### config.mk
export PLATFORM = sky130hd
export DESIGN_NAME = pfdr_ctrl
export DESIGN_NICKNAME = d
export VERILOG_FILES = /design/src/design/assert_macros.svh /design/src/design/pfdr_pkg.sv /design/src/design/pfdr_ctrl.sv
export SDC_FILE = /design/constraint.sdc
export NUM_CORES = 1
export LEC_CHECK = 0
export BUFFER_PORTS_ARGS = -buffer_cell sky130_fd_sc_hd__buf_2
export CAP_MARGIN = 20
export CORE_UTILIZATION = 45
export CTS_CLUSTER_DIAMETER = 100
export CTS_CLUSTER_SIZE = 40
export DETAILED_ROUTE_END_ITERATION = 10
export PLACE_DENSITY = 0.77
export SYNTH_ARGS = -nofsm -noshare
export SYNTH_HDL_FRONTEND = slang
export SYNTH_SLANG_ARGS = --single-unit
### constraint.sdc
create_clock -name i_clk -period 1.7 [get_ports i_clk]
set_input_delay 0.085 -clock i_clk [delete_from_list [all_inputs] [get_ports i_clk]]
set_output_delay 0.085 -clock i_clk [all_outputs]
set_load 0.03 [all_outputs]
### src/design/assert_macros.svh
// ----------------------------------------------------------------------------
// Assertion macros
// Shared assertion helpers for the framebuffer refresh block.
// ----------------------------------------------------------------------------
`ifndef ASSERT_MACROS_SVH
`define ASSERT_MACROS_SVH
`ifndef SYNTH
`define ASSERT_IMPLIES(label, clk, rst_n, ante, cons, msg) \
    label: assert property (@(posedge clk) disable iff (!rst_n) (ante) |-> (cons)) \
        else $error(msg);
`define ASSERT_NEXT(label, clk, rst_n, ante, cons, msg) \
    label: assert property (@(posedge clk) disable iff (!rst_n) (ante) |=> (cons)) \
        else $error(msg);
`else
`define ASSERT_IMPLIES(label, clk, rst_n, ante, cons, msg)
`define ASSERT_NEXT(label, clk, rst_n, ante, cons, msg)
`endif
`endif

### src/design/pfdr_pkg.sv
// ----------------------------------------------------------------------------
// pfdr_pkg
// Types, constants and helpers of the framebuffer dirty-page refresh block.
// ----------------------------------------------------------------------------
package pfdr_pkg;

    localparam int COLUMNS     = 128;
    localparam int PAGES       = 8;
    localparam int CHUNK_BYTES = 32;
    localparam int ROWS        = PAGES * 8;
    localparam int STORE_DEPTH = PAGES * COLUMNS;
    localparam int ADDR_W      = $clog2(STORE_DEPTH);
    localparam int COL_W       = $clog2(COLUMNS);

    localparam logic [7:0] ALL_PAGES    = 8'((1 << PAGES) - 1);
    localparam logic [7:0] CMD_PAGE     = 8'hB0;
    localparam logic [7:0] CMD_COL_HI   = 8'h10;
    localparam logic [7:0] CTRL_CMD     = 8'h00;
    localparam logic [7:0] CTRL_DATA    = 8'h40;
    localparam logic [7:0] DEV_ADDR_RST = 8'h78;

    typedef enum logic [2:0] {
        ACT_SET_PIXEL    = 3'd0,
        ACT_CLEAR_PIXEL  = 3'd1,
        ACT_WRITE_BYTE   = 3'd2,
        ACT_CLEAR_AREA   = 3'd3,
        ACT_CLEAR_ALL    = 3'd4,
        ACT_FULL_REFRESH = 3'd5,
        ACT_REFRESH_STEP = 3'd6
    } t_action;

    typedef enum logic [3:0] {
        S_CLEAR,
        S_IDLE,
        S_DISPATCH,
        S_RMW_RD,
        S_RMW_WR,
        S_AREA_RD,
        S_AREA_WR,
        S_WIPE,
        S_STEP_PLAN,
        S_HDR,
        S_DATA_RD,
        S_DATA_EMIT,
        S_STEP_END,
        S_STATUS
    } t_state;

    typedef enum logic [1:0] {
        EMIT_NONE,
        EMIT_STATUS,
        EMIT_HDR,
        EMIT_DATA
    } t_emit;

    typedef struct packed {
        logic  latch;
        logic  setup_rmw;
        logic  area_init;
        logic  area_mask;
        logic  area_adv;
        logic  rd;
        logic  rd_step;
        logic  rmw_wr;
        logic  sweep_wr;
        logic  full_ref;
        logic  step_begin;
        logic  step_plan;
        logic  step_end;
        t_emit emit;
    } t_dp_cmd;

    typedef struct packed {
        t_action action;
        logic    rmw_ok;
        logic    area_ok;
        logic    step_ok;
        logic    area_last;
        logic    sweep_last;
        logic    hdr_last;
        logic    data_last;
        logic    out_free;
    } t_dp_stat;

    function automatic logic [ADDR_W-1:0] store_addr(input logic [2:0] pg,
                                                     input logic [COL_W-1:0] col);
        int a;
        a = int'(pg) * COLUMNS + int'(col);
        return ADDR_W'(a);
    endfunction

endpackage

### src/design/pfdr_ctrl.sv
// ----------------------------------------------------------------------------
// pfdr_ctrl
// Sequencer of the refresh block: decodes each item and steps the datapath.
// ----------------------------------------------------------------------------
module pfdr_ctrl (
    input  logic               i_clk,
    input  logic               i_rst_n,
    input  logic               i_valid,
    output logic               o_stall,
    input  pfdr_pkg::t_dp_stat i_stat,
    output pfdr_pkg::t_dp_cmd  o_cmd
);

    pfdr_pkg::t_state r_state;
    pfdr_pkg::t_state n_state;

    always_ff @(posedge i_clk) begin
        if (!i_rst_n) begin
            r_state <= pfdr_pkg::S_CLEAR;
        end else begin
            r_state <= n_state;
        end
    end

    always_comb begin
        n_state = r_state;
        o_cmd   = '0;
        o_cmd.emit = pfdr_pkg::EMIT_NONE;
        unique case (r_state)
            pfdr_pkg::S_CLEAR: begin
                o_cmd.sweep_wr = 1'b1;
                if (i_stat.sweep_last) begin
                    n_state = pfdr_pkg::S_IDLE;
                end
            end
            pfdr_pkg::S_IDLE: begin
                if (i_valid) begin
                    o_cmd.latch = 1'b1;
                    n_state = pfdr_pkg::S_DISPATCH;
                end
            end
            pfdr_pkg::S_DISPATCH: begin
                unique case (i_stat.action)
                    pfdr_pkg::ACT_SET_PIXEL, pfdr_pkg::ACT_CLEAR_PIXEL,
                    pfdr_pkg::ACT_WRITE_BYTE: begin
                        if (i_stat.rmw_ok) begin
                            o_cmd.setup_rmw = 1'b1;
                            n_state = pfdr_pkg::S_RMW_RD;
                        end else begin
                            n_state = pfdr_pkg::S_STATUS;
                        end
                    end
                    pfdr_pkg::ACT_CLEAR_AREA: begin
                        if (i_stat.area_ok) begin
                            o_cmd.area_init = 1'b1;
                            n_state = pfdr_pkg::S_AREA_RD;
                        end else begin
                            n_state = pfdr_pkg::S_STATUS;
                        end
                    end
                    pfdr_pkg::ACT_CLEAR_ALL: begin
                        n_state = pfdr_pkg::S_WIPE;
                    end
                    pfdr_pkg::ACT_FULL_REFRESH: begin
                        o_cmd.full_ref = 1'b1;
                        n_state = pfdr_pkg::S_STATUS;
                    end
                    pfdr_pkg::ACT_REFRESH_STEP: begin
                        if (i_stat.step_ok) begin
                            o_cmd.step_begin = 1'b1;
                            n_state = pfdr_pkg::S_STEP_PLAN;
                        end else begin
                            n_state = pfdr_pkg::S_STATUS;
                        end
                    end
                    default: begin
                        n_state = pfdr_pkg::S_STATUS;
                    end
                endcase
            end
            pfdr_pkg::S_RMW_RD: begin
                o_cmd.rd = 1'b1;
                n_state = pfdr_pkg::S_RMW_WR;
            end
            pfdr_pkg::S_RMW_WR: begin
                o_cmd.rmw_wr = 1'b1;
                n_state = pfdr_pkg::S_STATUS;
            end
            pfdr_pkg::S_AREA_RD: begin
                o_cmd.rd = 1'b1;
                o_cmd.area_mask = 1'b1;
                n_state = pfdr_pkg::S_AREA_WR;
            end
            pfdr_pkg::S_AREA_WR: begin
                o_cmd.rmw_wr = 1'b1;
                o_cmd.area_adv = 1'b1;
                n_state = i_stat.area_last ? pfdr_pkg::S_STATUS : pfdr_pkg::S_AREA_RD;
            end
            pfdr_pkg::S_WIPE: begin
                o_cmd.sweep_wr = 1'b1;
                if (i_stat.sweep_last) begin
                    o_cmd.full_ref = 1'b1;
                    n_state = pfdr_pkg::S_STATUS;
                end
            end
            pfdr_pkg::S_STEP_PLAN: begin
                o_cmd.step_plan = 1'b1;
                n_state = pfdr_pkg::S_HDR;
            end
            pfdr_pkg::S_HDR: begin
                o_cmd.emit = pfdr_pkg::EMIT_HDR;
                if (i_stat.out_free && i_stat.hdr_last) begin
                    n_state = pfdr_pkg::S_DATA_RD;
                end
            end
            pfdr_pkg::S_DATA_RD: begin
                o_cmd.rd = 1'b1;
                o_cmd.rd_step = 1'b1;
                n_state = pfdr_pkg::S_DATA_EMIT;
            end
            pfdr_pkg::S_DATA_EMIT: begin
                o_cmd.emit = pfdr_pkg::EMIT_DATA;
                if (i_stat.out_free) begin
                    n_state = i_stat.data_last ? pfdr_pkg::S_STEP_END
                                               : pfdr_pkg::S_DATA_RD;
                end
            end
            pfdr_pkg::S_STEP_END: begin
                o_cmd.step_end = 1'b1;
                n_state = pfdr_pkg::S_IDLE;
            end
            pfdr_pkg::S_STATUS: begin
                o_cmd.emit = pfdr_pkg::EMIT_STATUS;
                if (i_stat.out_free) begin
                    n_state = pfdr_pkg::S_IDLE;
                end
            end
            default: begin
                n_state = pfdr_pkg::S_IDLE;
            end
        endcase
    end

    assign o_stall = (r_state != pfdr_pkg::S_IDLE);

endmodule

== Word-level counts from Yosys, hierarchy flattened ==
Index checks and enable logic that the tools add are counted.
Word-level totals
  logic and storage cells: 70
  flip-flop bits (word level): 4
  output and inout bits: 16
Cells by class
  mux-type cells: 35
  reductions and logical operators: 8
  eq/ne operators: 26
Operators by type and width (number)
  one-hot mux 4 bit (13 select lines): 1
  two-way mux 4 bit: 9
  equality test 4 bit (second input constant): 6
  two-way mux 1 bit: 19
  equality test 4 x 3 -> 1 bit (second input constant): 4
  one-hot mux 4 bit (4 select lines): 1
  != test 2 bit (second input constant): 6
  equality test 3 bit (second input constant): 3
  equality test 4 x 2 -> 1 bit (second input constant): 2
  equality test 3 x 2 -> 1 bit (second input constant): 2
  two-way mux 3 bit: 2
  one-hot mux 2 bit (3 select lines): 1
  AND reduction 6 bit: 1
  OR reduction 3 bit: 2
  equality test 4 x 1 -> 1 bit (second input constant): 1
  zero test 4 bit: 1
  != test 4 x 1 -> 1 bit (second input constant): 1
  OR reduction 2 bit: 2
  equality test 3 x 1 -> 1 bit (second input constant): 1
  zero test 3 bit: 1
  two-way mux 2 bit: 1
  one-hot mux 1 bit (2 select lines): 1
  logical AND 1 bit: 1

== Longest topological paths before layout ==
Gate-level depths: netlist of run 1.
  depth in word-level cells: 4
  mapped depth: 5
  mapped depth without buffers: 4

== Least setup slack after synthesis of run 1 ==
OpenSTA, ideal clock, no wires.
  path kind: flip-flop to output port
  start point: reg r_state[3]
  end point: out o_cmd[9] (netlist name)
  path buffers: 2
  arrival time: 1.763 ns
  path slack: -0.148 ns
  stages on the path, launching flop included: 5
  data required time: 1.615 ns
  path through: dfxtp_1 -> buf_6 -> clkbuf_1 -> nor3_1 -> o21bai_1
RTL lines
  start: declaration: RTL line pfdr_ctrl.sv:14  | pfdr_pkg::t_state r_state;
  start signal: assignment: RTL line pfdr_ctrl.sv:19  | r_state <= pfdr_pkg::S_CLEAR;
  start signal: assignment: RTL line pfdr_ctrl.sv:21  | r_state <= n_state;
  end: declaration: RTL line pfdr_ctrl.sv:11  | output pfdr_pkg::t_dp_cmd o_cmd

==> results of run 1 <==
-- worst max-delay path by stage --
stage               start          to  slack [ns]  cells past startpoint
6_report       r_state[2]   o_cmd[12]        0.06                      4
5_1_grt        r_state[2]   o_cmd[12]      -0.006                      4
4_1_cts        r_state[3]   o_cmd[12]        0.02                      4
3_5_place_dp   r_state[1]  r_state[2]        0.16                      4
3_3_place_gp   r_state[2]  r_state[2]        0.16                      4
2_1_floorplan  r_state[3]   o_cmd[12]        0.01                      4
-- placed cells by master (no fill, tap or decap), types with 3 or more instances in the layout --
cell type	count
inv_1	3
nor3_1	3
nand2b_1	7
buf_2	28
nor2b_1	4
dfxtp_2	3
nor2_1	9
a21oi_1	8
buf_4	7
nand2_1	9
clkbuf_4	3
-- repair_timing --
item                                    4_1_cts  5_1_grt
cloned                                        0        0
endpoints found under the setup margin        1        1
resized for setup                             3        4
-- logic make-up after synthesis --
logic type,Yosys count
and+or+nand+nor,53
buffers and inverters,10
AOI/OAI and AO/OA,25
DFF,4
xor gates and xnor gates,1
muxes,1
-- area by class of cell --
type	instances	area (sq um)	area share (%)
clock buffer	3	22.5	2.56
inverter	3	11.3	1.28
multi-input combinational	80	541	61.4
sequential	4	83.8	9.52
tap	15	18.8	2.13
timing repair buffer	36	204	23.2
-- worst min-delay path, cell delays in order --
cell	delay, ns
buf_2	0.10
nand2_1	0.07
o32ai_1	0.08
-- stage by stage --
step | power [W] | utilization, % | instance area (sq um) | setup slack, ns
3_5_place_dp | 0.00111 | 62.9 | 838 | 0.157
2_1_floorplan | 0.000888 | - | 661 | 0.0118
6_report | 0.00126 | 66.0 | 881 | 0.0650
5_1_grt | 0.00137 | 66.0 | 881 | -0.00573
4_1_cts | 0.00124 | 64.9 | 866 | 0.0177
3_3_place_gp | 0.00111 | 62.9 | 838 | 0.163
-- routing by layer --
metal	routed length [um]	vias to the layer above	global-route usage (%)
met5	0	-	0
met4	27	0	10.0
met3	100	5	3.33
met2	885	38	44.8
met1	807	365	28.0
li1	-	407	-
-- synth_stat cells (all sizes together), types with 2 or more instances --
cell	count	area, sq um
buf	5	31.3
or3	3	18.8
inv	3	11.3
a21oi	8	40.0
and2	3	21.3
dfxtp	4	80.1
nor2b	4	25.0
nor3b	2	15.0
a32oi	2	36.3
clkbuf	2	7.51
nand2	9	33.8
nor3	5	25.0
nand3	3	20.0
o21bai	2	15.0
nor2	9	33.8
o21ai	2	10.0
nand2b	8	57.6
o32a	2	21.3
-- where the power goes --
part,leakage (nW),internal (W),switching (W)
Combinational,0.348,0.000404,0.000519
Clock,0.0138,0.0000789,0.0000382
Sequential,0.0341,0.000133,0.0000903
==> flow_summary.json, run 1 <==
{
  "cpMostUsedCell": "buf_4",
  "start_kind": "flip-flop",
  "htreeDepth": 1,
  "netlist_area_sq_um": 656,
  "path_max_fanout": 13,
  "grt_first_pass_wirelength_mm": 2.66,
  "drt_first_pass_iters": 4,
  "fmax_ghz": 0.612,
  "die_area_sq_um": 1610,
  "hpwlAfterDp_mm": 1.36,
  "slowest_stage": "or3_4",
  "ys_async_sr_fraction_pct": 0,
  "hold_path_end": "r_state[0]",
  "synth-adder-area-share_pct": 0,
  "skew_ns": 0.00179,
  "grt_pass1_vias": 670,
  "holdWs_ns": 0.160,
  "cp-end-kind": "primary output",
  "cts.clk_slew.worst_paths_ns": 0.03,
  "cts_root_buffer": "clkbuf_4",
  "grtUsageTotal_pct": 24.4,
  "largest_reg_flops": 4,
  "r2r_slack_ns": 0.20,
  "ys.flop_type": "dfxtp_1",
  "cts.sinks": 4,
  "antenna_found_initial": 0,
  "port_buffers": 29,
  "hp-start": "i_rst_n",
  "cts_hold_buf": 0,
  "die_h_um": 40.2,
  "finalSetupTns_ns": 0,
  "antenna_cells": 0,
  "drv_cap": 0,
  "relSlewSlack_pct": 78.4,
  "p_leak_nw": 0.396,
  "cts_buffers": 3,
  "cp_cell_sequence": "buf_4 -> or3_4 -> nor3_2 -> buf_4",
  "final_nets": 142,
  "cp.required_ns": 1.62,
  "synth_edf_count": 0,
  "worst-path-buf-inv": 2,
  "tightest_slew_ns": 0.320,
  "synth.distinct_cells": 42,
  "clkLatencyLatePin_ns": 0.24,
  "fill_cells": 129,
  "largest_register": "r_state",
  "synth-simple-area-share_pct": 46.4,
  "timing.final.crit_period_ns": 1.64,
  "ir_drop_mv": 0.639,
  "syn_avg_cell_area_sq_um": 6.97,
  "setup_viol": 0,
  "drive_above_1_share_pct": 42.1,
  "holdCritPathClass": "primary input to flip-flop",
  "grt_max_degree": 14,
  "drc": 0,
  "vias": 815,
  "core.rowCount": 13,
  "status": "complete, no violations",
  "post_cts_buffers": 0,
  "worstPathArrival_ns": 1.55,
  "yosysSeqAreaShare_pct": 12.2,
  "r2r-end": "r_state[2]",
  "fin_crit_sh_pct": 96.2,
  "synthCells": 94,
  "reg_top3": "r_state x4",
  "instances_no_fill": 141,
  "ys_seq_elements": 4,
  "globalplace.congestion": 0.857,
  "initial_core_util_pct": 49.2,
  "io-pin-count": 30,
  "routed_wl_mm": 1.82,
  "slowest_delay_ns": 0.40,
  "cts_buffer_depth": 2,
  "overflow": 0,
  "drt-initial-drc-count": 14,
  "finalHoldViolations": 0,
  "critPathTopFamily": "simple AND/OR/NAND/NOR gates",
  "ant_nets": 0,
  "avgViaCountPerCell": 5.78,
  "cts_tree": "yes",
  "synthXorXnorAreaFrac_pct": 1.34,
  "synth_top_family_by_area": "simple AND/OR/NAND/NOR gates",
  "synth_mux_area_share_pct": 1.72,
  "dp.cells": 138,
  "finalMaxSlewViolations": 0,
  "whs_path_depth": 3,
  "routedWlPerCell_um": 12.9,
  "synth_fp_nets": 108,
  "area_growth_pct": 34.4,
  "synth_compound_gate_area_share_pct": 30.7,
  "core_area_sq_um": 1330,
  "powerDensity_nw_per_um2": 1430,
  "rr_worst_depth": 4,
  "r2r_start": "r_state[0]",
  "yosysWarnings": 0,
  "critPathKind": "flip-flop to primary output",
  "fp.dieW_um": 40.2
}
Note: power is estimated with default switching activity, not from simulation.
==> inputs of run 2 (changes only) <==
CTS_BUF_LIST = sky130_fd_sc_hd__clkbuf_8   (was default)
clock period = 1.85 ns   (was 1.7 ns; I/O delays follow)
==> flow_summary.json, run 2 (synthesis gave the netlist of run 1 again) <==
{
  "io-pin-count": 30,
  "vias": 822,
  "port_buffers": 29,
  "status": "complete, no violations",
  "cts_tree": "yes",
  "finalMaxSlewViolations": 0,
  "globalplace.congestion": 0.892,
  "cts_hold_buf": 0,
  "cp.required_ns": 1.76,
  "core.rowCount": 13,
  "cts.clk_slew.worst_paths_ns": 0.03,
  "power.share.switching_pct": 50.4,
  "timing.final.crit_period_ns": 1.76,
  "cp-end-kind": "primary output",
  "relSlewSlack_pct": 70.3,
  "start_kind": "flip-flop",
  "die_area_sq_um": 1610,
  "layout_commonest_cell": "buf_2",
  "fin_crit_sh_pct": 95.2,
  "setup_viol": 0,
  "drv_cap": 0,
  "fin_ws_ns": 0.0888,
  "drive_above_1_share_pct": 37.6,
  "slowest_stage": "dfxtp_1",
  "finalSetupTns_ns": 0,
  "cts_buffer_depth": 2,
  "antenna_cells": 0,
  "power_frac_seq_pct": 17.3,
  "worstPathArrival_ns": 1.67,
  "grt_first_pass_wirelength_mm": 2.79,
  "clkLatencyLatePin_ns": 0.22,
  "p_leak_nw": 0.394,
  "finalHoldViolations": 0,
  "powerDensity_nw_per_um2": 1400,
  "path_max_fanout": 12,
  "fmax_ghz": 0.568,
  "grt_pass1_vias": 638,
  "fp.dieW_um": 40.2,
  "drc": 0,
  "overflow": 0,
  "routed_wl_mm": 1.92,
  "htreeDepth": 1,
  "cts_buffers": 3,
  "cts_root_buffer": "clkbuf_8",
  "cts-resized-gates": 0,
  "fin_util_pct": 65.4,
  "slowest_delay_ns": 0.58,
  "drt_first_pass_iters": 4,
  "final_cell_mix": "29 x buf_2, 9 x nor2_1, 9 x nand2_1",
  "area_growth_pct": 33.0,
  "hpwlAfterDp_mm": 1.40,
  "place_ws_ns": 0.282,
  "reg_top3": "r_state x4",
  "critPathKind": "flip-flop to primary output",
  "p_int_w": 0.000605,
  "cp_cell_sequence": "nand2b_4 -> or3_1 -> nor3_1 -> buf_2",
  "ir_drop_mv": 0.487,
  "routedWlPerCell_um": 13.7,
  "rsz0062_at_grt": "no",
  "antenna_found_initial": 0,
  "final_nets": 141,
  "skew_ns": 0.00683,
  "power_w": 0.00122,
  "die_h_um": 40.2,
  "tightest_slew_ns": 0.445,
  "holdCritPathClass": "primary input to flip-flop",
  "largest_register": "r_state",
  "p_clk_share_pct": 15.3,
  "core_area_sq_um": 1330,
  "power_frac_comb_pct": 67.4,
  "largest_reg_flops": 4,
  "post_cts_buffers": 0,
  "ant_nets": 0,
  "avgViaCountPerCell": 5.87,
  "p_sw_w": 0.000615,
  "grtUsageTotal_pct": 26.2,
  "drt-initial-drc-count": 27,
  "grt_max_degree": 17,
  "initial_core_util_pct": 49.2,
  "cts.sinks": 4
}
run 2: worst paths after layout:
path | from | end | slack, ns | cells past startpoint
max | r_state[1] | o_cmd[12] | 0.09 | 4
max reg2reg | r_state[2] | r_state[2] | 0.23 | 4
min | i_rst_n | r_state[0] | 0.19 | 3
min reg2reg | r_state[0] | r_state[0] | 0.66 | 2
run 2: metrics by stage:
step	cell area [sq um]	hold slack, ns	std cells
after floorplan	661	0.268	94
after global placement	831	0.417	137
after detailed placement	831	0.417	137
after CTS	872	0.184	140
after global routing	872	0.214	140
final	872	0.194	140
run 2: critical path, delay by kind of cell (launching register included):
kind                   cells  cell delay (ns)
and+or+nand+nor            3             0.66
DFF                        1             0.58
buffers and inverters      1             0.22
run 2: routing by layer:
| layer | wire, um | GRT usage (%) | up-vias |
|---|---|---|---|
| met5 | 0 | 0 | - |
| li1 | - | - | 402 |
| met3 | 140 | 2.22 | 6 |
| met4 | 41 | 17.5 | 0 |
| met2 | 931 | 41.9 | 54 |
| met1 | 804 | 33.0 | 360 |
run 2: layout make-up:
type,count,area (sq um)
multi-input combinational,80,531
timing repair buffer,35,190
clock buffer,3,41.3
inverter,3,11.3
fill,123,462
sequential,4,80.1
tap,15,18.8
run 2: power groups by stage:
stage | registers, W | logic [W] | clock network [W]
global placement | 0.000207 | 0.000787 | 0
floorplan | 0.000140 | 0.000676 | 0
global route | 0.000223 | 0.000890 | 0.000196
CTS | 0.000207 | 0.000818 | 0.000192
finish | 0.000211 | 0.000822 | 0.000187
detailed placement | 0.000209 | 0.000805 | 0
